==> src/hw/rtl/vn2d_pkg.sv <==
package vn2d_pkg;

	localparam logic [31:0] HASH_MUL_X    = 32'h8da6b343;
	localparam logic [31:0] HASH_MUL_Y    = 32'hd8163841;
	localparam logic [31:0] HASH_MUL_SEED = 32'h9e3779b9;
	localparam logic [31:0] HASH_MUL_MIX  = 32'h85ebca6b;
	localparam int unsigned HASH_SHIFT_A  = 13;
	localparam int unsigned HASH_SHIFT_B  = 16;
	localparam logic [23:0] CORNER_MAX    = 24'hffffff;
	localparam logic [15:0] NOISE_MAX     = 16'hffff;

	localparam int unsigned QDEPTH      = 4;
	localparam int unsigned QPTR_W      = 2;
	localparam int unsigned QCNT_W      = 3;
	localparam int unsigned BACK_STAGES = 6;

	typedef struct packed {
		logic [31:0] cell_x;
		logic [31:0] cell_y;
		logic [15:0] frac_x;
		logic [15:0] frac_y;
	} front_item_t;

	typedef struct packed {
		logic full;
		logic empty;
	} q_status_t;

endpackage

==> src/hw/rtl/vn2d_front.sv <==
module vn2d_front #(
	parameter int FRAC_BITS = 16
) (
	input  logic                  clk,
	input  logic                  arst_n,
	input  logic                  in_valid,
	output logic                  in_stall,
	input  logic [31:0]           x_coord,
	input  logic [31:0]           y_coord,
	input  vn2d_pkg::q_status_t   q_status,
	output logic                  q_push,
	output vn2d_pkg::front_item_t q_din
);

	localparam int SH_R = (FRAC_BITS >= 16) ? FRAC_BITS - 16 : 0;
	localparam int SH_L = (FRAC_BITS < 16) ? 16 - FRAC_BITS : 0;
	localparam logic [31:0] FRAC_MASK = (32'd1 << FRAC_BITS) - 32'd1;

	vn2d_pkg::front_item_t item_q;
	vn2d_pkg::front_item_t split;
	logic                  valid_q;
	logic                  accept;

	always_comb begin
		split.cell_x = 32'($signed(x_coord) >>> FRAC_BITS);
		split.cell_y = 32'($signed(y_coord) >>> FRAC_BITS);
		split.frac_x = 16'(((x_coord & FRAC_MASK) >> SH_R) << SH_L);
		split.frac_y = 16'(((y_coord & FRAC_MASK) >> SH_R) << SH_L);
	end

	assign q_push   = valid_q && !q_status.full;
	assign in_stall = valid_q && q_status.full;
	assign accept   = in_valid && !in_stall;
	assign q_din    = item_q;

	always_ff @(posedge clk or negedge arst_n) begin
		if (!arst_n) begin
			valid_q <= 1'b0;
		end else begin
			valid_q <= accept || (valid_q && !q_push);
		end
	end

	always_ff @(posedge clk) begin
		if (accept) begin
			item_q <= split;
		end
	end

endmodule

==> config.mk <==
export PLATFORM = sky130hd
export DESIGN_NAME = vn2d_front
export DESIGN_NICKNAME = d
export VERILOG_FILES = /design/src/hw/rtl/vn2d_pkg.sv /design/src/hw/rtl/vn2d_front.sv
export SDC_FILE = /design/constraint.sdc
export NUM_CORES = 1
export LEC_CHECK = 0
export BUFFER_PORTS_ARGS = -buffer_cell sky130_fd_sc_hd__buf_2
export CAP_MARGIN = 20
export CORE_UTILIZATION = 42
export DETAILED_ROUTE_END_ITERATION = 12
export HOLD_SLACK_MARGIN = 0.06
export PLACE_DENSITY = 0.92
export RECOVER_POWER = 100
export SLEW_MARGIN = 10
export SYNTH_ARGS = -nofsm -noshare
export SYNTH_HDL_FRONTEND = slang
export SYNTH_SLANG_ARGS = --single-unit
export TNS_END_PERCENT = 10
==> constraint.sdc <==
create_clock -name clk -period 9.6 [get_ports clk]
set_input_delay 0.48 -clock clk [delete_from_list [all_inputs] [get_ports clk]]
set_output_delay 0.48 -clock clk [all_outputs]
set_load 0.01 [all_outputs]
==> run summary <==
Syn-to-layout area delta = 32.2%
CP peak stage delay = 2.30 ns
CTS root buf = clkbuf_8
GPL Wtd Cong = 0.686
Setup Crit Path Kind = flip-flop to flip-flop
wire per inst = 12.9 um
Crit path arrival time = 3.23 ns
internal power = 0.000440 W
core area = 5110 um^2
Yosys cell types = 7
TritonRoute pass-1 iters = 3
clock power share = 0.320
commonest non-fill, non-tap cell in the layout = clkbuf_1
DRC = 0
register area = 1950 um^2
final hold slack = 0.323 ns
post-synthesis simple-gate area fraction = 0.00733
largest family of logic cells by synthesized area = buffers and inverters
DRT antenna net count = 0
Mapped Avg Cell Area = 22.0 um^2
Highest Signal Layer = met4
Gate power share = 0.085
Synth Area in Compound Gates = 0.00733
synthesized net count = 170
setup TNS = 0 ns
Power Dens Cells = 193 nW/um^2
peak supply drop = 0.000115 V
Via density = 4.17
global-route wire length before repair = 5100 um
Tcrit/Tclk final = 0.351
total track usage = 0.138
Post-Syn Area = 2220 um^2
Hold WC Path Type = input port to flip-flop
post_cts resized = 0
XOR/XNOR share of the synthesized area = 0
Fmax = 297 MHz
n_diodes = 0
Die Width = 74.7 um
Final Max Slew Viols = 65
Vias = 1338
Worst setup EP type = flip-flop
FILL cells = 465
Worst R2R Start = valid_q
DR WL met2 = 2140 um
clk sinks = 65
most frequent cells in the layout = clkbuf_1 (100), buf_2 (67), edfxtp_1 (64)
Mapped Cells = 101
Worst EP required = 9.47 ns
IO Port Bufs = 165
Critical path origin = valid_q
HP Start = y_coord[25]
number of DRC markers in iteration 0 = 46
Final Hold Viols = 0
slowest CP cell = clkbuf_1
adder-cell share of the synthesized area = 0
Cell Rows = 26
die area = 5580 um^2
sequential element share of the synthesized area = 0.877
run status = finished, violations left
Routed WL = 4130 um
max_cap viols = 1
multi-input combinational cell area = 32.5 um^2
clock buffer depth = 2
routed length on met3 = 349 um
Clk Latency, worst-skew pair = 0.33 ns
crit-path cells = a21boi_0, clkbuf_1
Max H-tree Level = 3
Ys Warns = 0
layout cells sized above 1 = 0.331
flops & latches, synth = 65
final setup fails = 0
TritonCTS clock tree = built
worst-path fanout max = 64
Switch Pwr = 0.000127 W
clock transition at the registers of the reported paths = 0.07 ns
vias in the first global route = 1136
RSZ-0062 raised after global routing = no
grt ovf = 0
Sw Ratio = 0.223
initial antenna violation count = 0
pin count of the biggest net entering global routing = 65
multiplexer share of the synthesized area = 0
Leakage = 1.10 nW
# IOs = 167
sequential share of power = 0.595
Initial Utilization = 0.435
violated checks = capacitance limit, slew limit
chip height = 74.7 um
number of setup buffers added after CTS = 0
nets = 316
CP startpoint kind = flip-flop
CTS Buf Count = 9
Worst Tran Pin Value = 3.21 ns
clock skew = 0.00520 ns
slew margin rel. = -1.14
wl on met1 = 1610 um
final worst path period need = 3.37 ns
[flip-flops by register name, indices dropped and copies added, names as in the netlist]
signal / count
q_din: 64
valid_q: 1
[final timing paths]
check                       endpoint  slack [ns]  cells past startpoint
hold reg to reg              valid_q        0.53                      1
setup reg to reg           q_din[79]        6.23                      2
min in group asynchronous    valid_q        0.46                      2
hold / removal             q_din[41]        0.32                      1
setup / recovery           q_din[79]        6.23                      2
max in group asynchronous    valid_q        9.06                      2
[cells in the mapped netlist]
cell,count,area share
and2b_2,1,0.0039
buf_4,32,0.11
a21o_2,1,0.0039
edfxtp_1,64,0.87
dfrtp_1,1,0.011
a21boi_0,1,0.0034
and2_2,1,0.0034
[stage by stage]
| stage | std cells | util | worst slack (ns) | instance area (um^2) | power (W) |
|---|---|---|---|---|---|
| global route | 321 | 0.575 | 5.89 | 2940 | 0.000593 |
| CTS | 321 | 0.602 | 8.01 | 3070 | 0.000578 |
| floorplan | 101 | - | 3.86 | 2220 | 0.000373 |
| detailed placement | 305 | 0.570 | 7.80 | 2910 | 0.000397 |
| finish | 321 | 0.575 | 6.23 | 2940 | 0.000567 |
| global placement | 305 | 0.570 | 7.85 | 2910 | 0.000395 |
[critical path: cells and delay by family, from the launching register on]
family | cells | cell delay (ns)
buf+inv | 1 | 2.30
compound gates | 1 | 0.18
flops | 1 | 0.40
[logic make-up after synthesis]
family | after synthesis
buffers and inverters | 32
DFF | 65
AOI/OAI and AO/OA | 2
and+or+nand+nor | 2
[per-layer routing]
metal	track usage	vias up
met4	0.0566	0
met1	0.142	605
li1	-	632
met3	0.0830	4
met5	0	-
met2	0.230	97
[what timing repair did]
action | CTS | global route
setup endpoints to repair | 0 | 0
hold buffers | 1 | 0
endpoints found under the hold margin | 1 | 0
[power groups by stage]
stage	Combinational (W)	Sequential (W)	Clock [W]
after floorplan	0.0000196	0.000353	0
after global placement	0.0000538	0.000341	0
after detailed placement	0.0000550	0.000342	0
after CTS	0.0000554	0.000336	0.000187
after global routing	0.0000533	0.000340	0.000200
final	0.0000483	0.000338	0.000181
[layout make-up]
| class | count | area share |
|---|---|---|
| clock buffers | 10 | 0.0435 |
| clock inverters | 5 | 0.00810 |
| multi-input cells | 4 | 0.0111 |
| flip-flops and latches | 65 | 0.663 |
| well taps | 70 | 0.0298 |
| repair buffers | 167 | 0.244 |
No activity file was read; power rests on OpenSTA's default activity.
