File: src/hw/rtl/vn2d_pkg.sv
package vn2d_pkg;

	localparam logic [31:0] HASH_MUL_X    = 32'h8da6b343;
	localparam logic [31:0] HASH_MUL_Y    = 32'hd8163841;
	localparam logic [31:0] HASH_MUL_SEED = 32'h9e3779b9;
	localparam logic [31:0] HASH_MUL_MIX  = 32'h85ebca6b;
	localparam int unsigned HASH_SHIFT_A  = 13;
	localparam int unsigned HASH_SHIFT_B  = 16;
	localparam logic [23:0] CORNER_MAX    = 24'hffffff;
	localparam logic [15:0] NOISE_MAX     = 16'hffff;

	localparam int unsigned QDEPTH      = 4;
	localparam int unsigned QPTR_W      = 2;
	localparam int unsigned QCNT_W      = 3;
	localparam int unsigned BACK_STAGES = 6;

	typedef struct packed {
		logic [31:0] cell_x;
		logic [31:0] cell_y;
		logic [15:0] frac_x;
		logic [15:0] frac_y;
	} front_item_t;

	typedef struct packed {
		logic full;
		logic empty;
	} q_status_t;

endpackage

File: src/hw/rtl/vn2d_queue.sv
module vn2d_queue (
	input  logic                  clk,
	input  logic                  arst_n,
	input  logic                  push,
	input  vn2d_pkg::front_item_t din,
	input  logic                  pop,
	output vn2d_pkg::front_item_t dout,
	output vn2d_pkg::q_status_t   status
);

	vn2d_pkg::front_item_t mem_q [vn2d_pkg::QDEPTH];
	logic [vn2d_pkg::QPTR_W-1:0] wr_ptr_q;
	logic [vn2d_pkg::QPTR_W-1:0] rd_ptr_q;
	logic [vn2d_pkg::QCNT_W-1:0] cnt_q;

	assign status.full  = (cnt_q == vn2d_pkg::QCNT_W'(vn2d_pkg::QDEPTH));
	assign status.empty = (cnt_q == '0);
	assign dout         = mem_q[rd_ptr_q];

	always_ff @(posedge clk or negedge arst_n) begin
		if (!arst_n) begin
			wr_ptr_q <= '0;
			rd_ptr_q <= '0;
			cnt_q    <= '0;
		end else begin
			if (push) begin
				wr_ptr_q <= wr_ptr_q + 1'b1;
			end
			if (pop) begin
				rd_ptr_q <= rd_ptr_q + 1'b1;
			end
			if (push && !pop) begin
				cnt_q <= cnt_q + 1'b1;
			end else if (pop && !push) begin
				cnt_q <= cnt_q - 1'b1;
			end
		end
	end

	always_ff @(posedge clk) begin
		if (push) begin
			mem_q[wr_ptr_q] <= din;
		end
	end

endmodule

File: config.mk
export PLATFORM = sky130hd
export DESIGN_NAME = vn2d_queue
export DESIGN_NICKNAME = d
export VERILOG_FILES = /design/src/hw/rtl/vn2d_pkg.sv /design/src/hw/rtl/vn2d_queue.sv
export SDC_FILE = /design/constraint.sdc
export NUM_CORES = 1
export LEC_CHECK = 0
export ABC_AREA = 1
export BUFFER_PORTS_ARGS = -buffer_cell sky130_fd_sc_hd__buf_2
export CELL_PAD_IN_SITES_DETAIL_PLACEMENT = 0
export CELL_PAD_IN_SITES_GLOBAL_PLACEMENT = 2
export CORE_MARGIN = 3
export CORE_UTILIZATION = 42
export CTS_BUF_LIST = sky130_fd_sc_hd__clkbuf_4 sky130_fd_sc_hd__clkbuf_8
export CTS_CLUSTER_SIZE = 28
export DETAILED_ROUTE_END_ITERATION = 6
export PLACE_DENSITY = 0.88
export SETUP_SLACK_MARGIN = 0.3
export SLEW_MARGIN = 40
export SYNTH_ARGS = -nofsm -noshare
export SYNTH_HDL_FRONTEND = slang
export SYNTH_SLANG_ARGS = --single-unit
File: constraint.sdc
create_clock -name clk -period 3.4 [get_ports clk]
set_input_delay 0 -clock clk [delete_from_list [all_inputs] [get_ports clk]]
set_output_delay 0 -clock clk [all_outputs]
set_load 0.01 [all_outputs]
==> run_results.csv <==
group,metric,value,unit
run_status,status,"finished, final reports clean",
worst_setup_path,critPathMaxStageDelay,0.86,ns
floorplanning,placementRows,70,
place,port_buffers,197,
pwr,clkPwrFrac,24.2,%
cts,clockBufferDepth,3,
timing,period_share,80.1,%
route,final_antenna_net_count,0,
cts,cts_setup_buffers,0,
synth,ys_seq_area_share,74.0,%
pwr,p_per_area,817,nW/µm²
pwr,p_leak,7.76,nW
pwr,p_sw,0.00553,W
synth,yosysUniqueCellTypes,19,
timing,fmax,0.367,GHz
synth,synthCells,1168,
timing,worst-slew-pin-transition,0.781,ns
timing,hold_viol,0,
route,drc,0,
worst_setup_path,crit_buf_inv,2,
cts,htree_num_levels,2,
global_routing,grt_pass1_vias,9592,
pwr,combinationalPowerShare,33.1,%
cells_and_area,syn2layout_area_growth,21.9,%
timing,finalSetupTns,0,ns
synth,yosysWarnings,0,
pwr,seq_power_share,42.7,%
place,finalWeightedCongestion,0.701,
hold_path,min_path_type,"input pin to flop",
worst_setup_path,cp-end-kind,"output port",
route,vias,9506,
cts,cts-root-buf,"clkbuf_8",
route,dr.pass1.iters,4,
global_routing,grt_antenna_before_repair,2,
floorplanning,dieHeight,200,µm
worst_setup_path,cp-start-kind,"flop",
timing,slew_headroom,47.9,%
synth,synth-xor-area-share,0.221,%
pwr,internal_power,0.0102,W
cts,cts_made_buffers,61,
timing,period_minus_slack,2.72,ns
cts,ctsHoldBuffers,100,
cells_and_area,drive_gt1_share,21.3,%
worst_setup_path,path_cells,"buf_4, o211ai_1, nand2_1, buf_2",
route,vias_per_cell,4.68,
route,drt_iter0_markers,393,
floorplanning,start_util,42.9,%
synth,synth_compound_area_share,9.46,%
place,dpl.hpwl,18.6,mm
cts,cts_resized,0,
worst_setup_path,cp_top_family,"buffers and inverters",
worst_setup_path,worstPathArrival,2.72,ns
cts,path_clk_slew,0.06,ns
global_routing,grt_usage,16.1,%
global_routing,grt_pass1_wl,51.5,mm
route,wl_per_cell,16.0,µm
worst_setup_path,crit_fanout,53,
floorplanning,fp.coreArea,36900,µm²
worst_setup_path,critPathRequiredTime,3.40,ns
worst_setup_path,cpMaxStageDelayCell,"dfrtp_4",
worst_setup_path,criticalPathCategory,"flop to output port",
run,maxCapViolCount,0,
timing,maxSlewViolCount,0,
timing,rsz0062_at_grt,"false",
cells_and_area,nNetsFinal,1585,
synth,synthAdderAreaFrac,0.522,%
pwr,finalPower,0.0158,W
pwr,ir_worst_vdd,0.466,mV
synth,synth_top_family_by_area,"compound AO/OA/AOI/OAI gates",
synth,syn_nets,1274,
synth,syn_area,15800,µm²
timing,finalSetupViolations,0,
cts,clock-sinks,391,
floorplanning,ios,198,
cts,cts_tree,"done",
synth,syn_area_per_cell,13.5,µm²
floorplanning,die-width,200,µm
cts,insertion_delay,0.61,ns
synth,ys_seq_elements,391,
global_routing,grt_max_degree,105,
route,postRouteWirelength,32.5,mm
worst_setup_path,regToRegSetupSlack,1.39,ns
synth,muxShareOfSynthArea,0,%
floorplanning,die_area,40000,µm²
synth,synthSimpleGateAreaFrac,7.27,%
global_routing,globalRouteOverflowTotal,0,
pwr,switching_share,35.1,%
timing,skew,0.0122,ns
cell families after synthesis:
| group | Yosys count |
|---|---|
| simple gates | 305 |
| buf+inv | 269 |
| fa+ha+maj | 6 |
| xor+xnor | 4 |
| flops | 391 |
| compound gates | 193 |
sequential cells by signal, indices dropped and copies added, names as in the netlist:
name / cells
cnt_q: 3
wr_ptr_q: 2
mem_q: 384
rd_ptr_q: 2
worst paths after layout:
| path | startpoint | to | cells after the start |
|---|---|---|---|
| worst max-delay path | rd_ptr_q[1] | dout[43] | 4 |
| worst min-delay path | din[73] | mem_q[3][73] | 2 |
| worst max register to register | wr_ptr_q[1] | mem_q[1][48] | 5 |
| worst min register to register | cnt_q[2] | cnt_q[2] | 2 |
| max in group asynchronous | arst_n | rd_ptr_q[0] | 3 |
| min in group asynchronous | arst_n | cnt_q[0] | 3 |
per-stage QoR:
step	hold WS [ns]	cells	worst slack, ns	instance area (µm²)	util (%)
floorplan	-0.296	1168	0.418	15800	-
global placement	-0.159	1820	1.28	17100	46.4
detailed placement	-0.155	1820	1.28	17100	46.4
CTS	0.0699	2031	0.584	19300	52.3
global route	0.103	2032	0.497	19300	52.3
finish	0.139	2032	0.675	19300	52.3
power groups by stage:
stage / Sequential (W) / Combinational [W] / Clock [W]
after floorplan: 0.00663 / 0.00383 / 0
after global placement: 0.00682 / 0.00523 / 0
after detailed placement: 0.00685 / 0.00528 / 0
after CTS: 0.00675 / 0.00539 / 0.00394
after global routing: 0.00683 / 0.00585 / 0.00415
final: 0.00673 / 0.00522 / 0.00381
worst reg2reg max path, cell delays in order, from the launching register on:
cell and delay, ns:
dfrtp_1 0.40, inv_1 0.10, ha_1 0.15, nand2_1 0.08, inv_4 0.47, buf_4 0.48
placed cells by master, fill, tap and decap left out:
cell type,count
ha_1,5
nand4_1,1
clkinv_2,8
xnor2_1,1
bufinv_16,2
nor3_1,2
nand2_1,301
diode_2,1
dlygate4sd3_1,100
xor2_1,3
dfrtp_4,2
buf_2,197
fa_1,1
clkbuf_8,63
o21ai_1,1
inv_1,199
o211ai_1,182
clkbuf_4,21
inv_4,5
buf_4,8
buf_12,8
clkinvlp_4,1
nand3_1,1
o211ai_2,10
clkinv_1,16
dfrtp_1,5
edfxtp_1,384
cell usage after synthesis:
cell | count | area, µm²
edfxtp_1 | 384 | 11500
nand2_1 | 301 | 1130
inv_1 | 203 | 762
o211ai_1 | 182 | 1370
buf_6 | 39 | 439
buf_2 | 14 | 70.1
o211ai_2 | 10 | 125
buf_4 | 8 | 60.1
dfrtp_1 | 7 | 175
ha_1 | 5 | 62.6
clkbuf_1 | 4 | 15.0
xor2_1 | 3 | 26.3
nor3_1 | 2 | 10.0
fa_1 | 1 | 20.0
inv_4 | 1 | 6.26
nand3_1 | 1 | 5.00
nand4_1 | 1 | 6.26
o21ai_1 | 1 | 5.00
xnor2_1 | 1 | 8.76
area by class of cell:
type / instances / area [µm²]
fill: 3118 / 17600
sequential: 391 / 11700
multi-input combinational: 508 / 2770
timing repair buffer: 313 / 2210
clock buffer: 84 / 1020
inverter: 204 / 778
tap: 504 / 631
clock inverter: 27 / 168
antenna: 1 / 2.50
metal layers:
layer / share of wire (%) / routed length [µm] / track usage, % / up-vias
met5: 0.040 / 13 / 0 / -
met2: 49 / 15800 / 27.1 / 211
met1: 44 / 14200 / 20.8 / 4535
li1: - / - / - / 4700
met3: 5.1 / 1660 / 3.56 / 58
met4: 2.2 / 725 / 5.31 / 2
No activity file was read; power rests on OpenSTA's default activity.
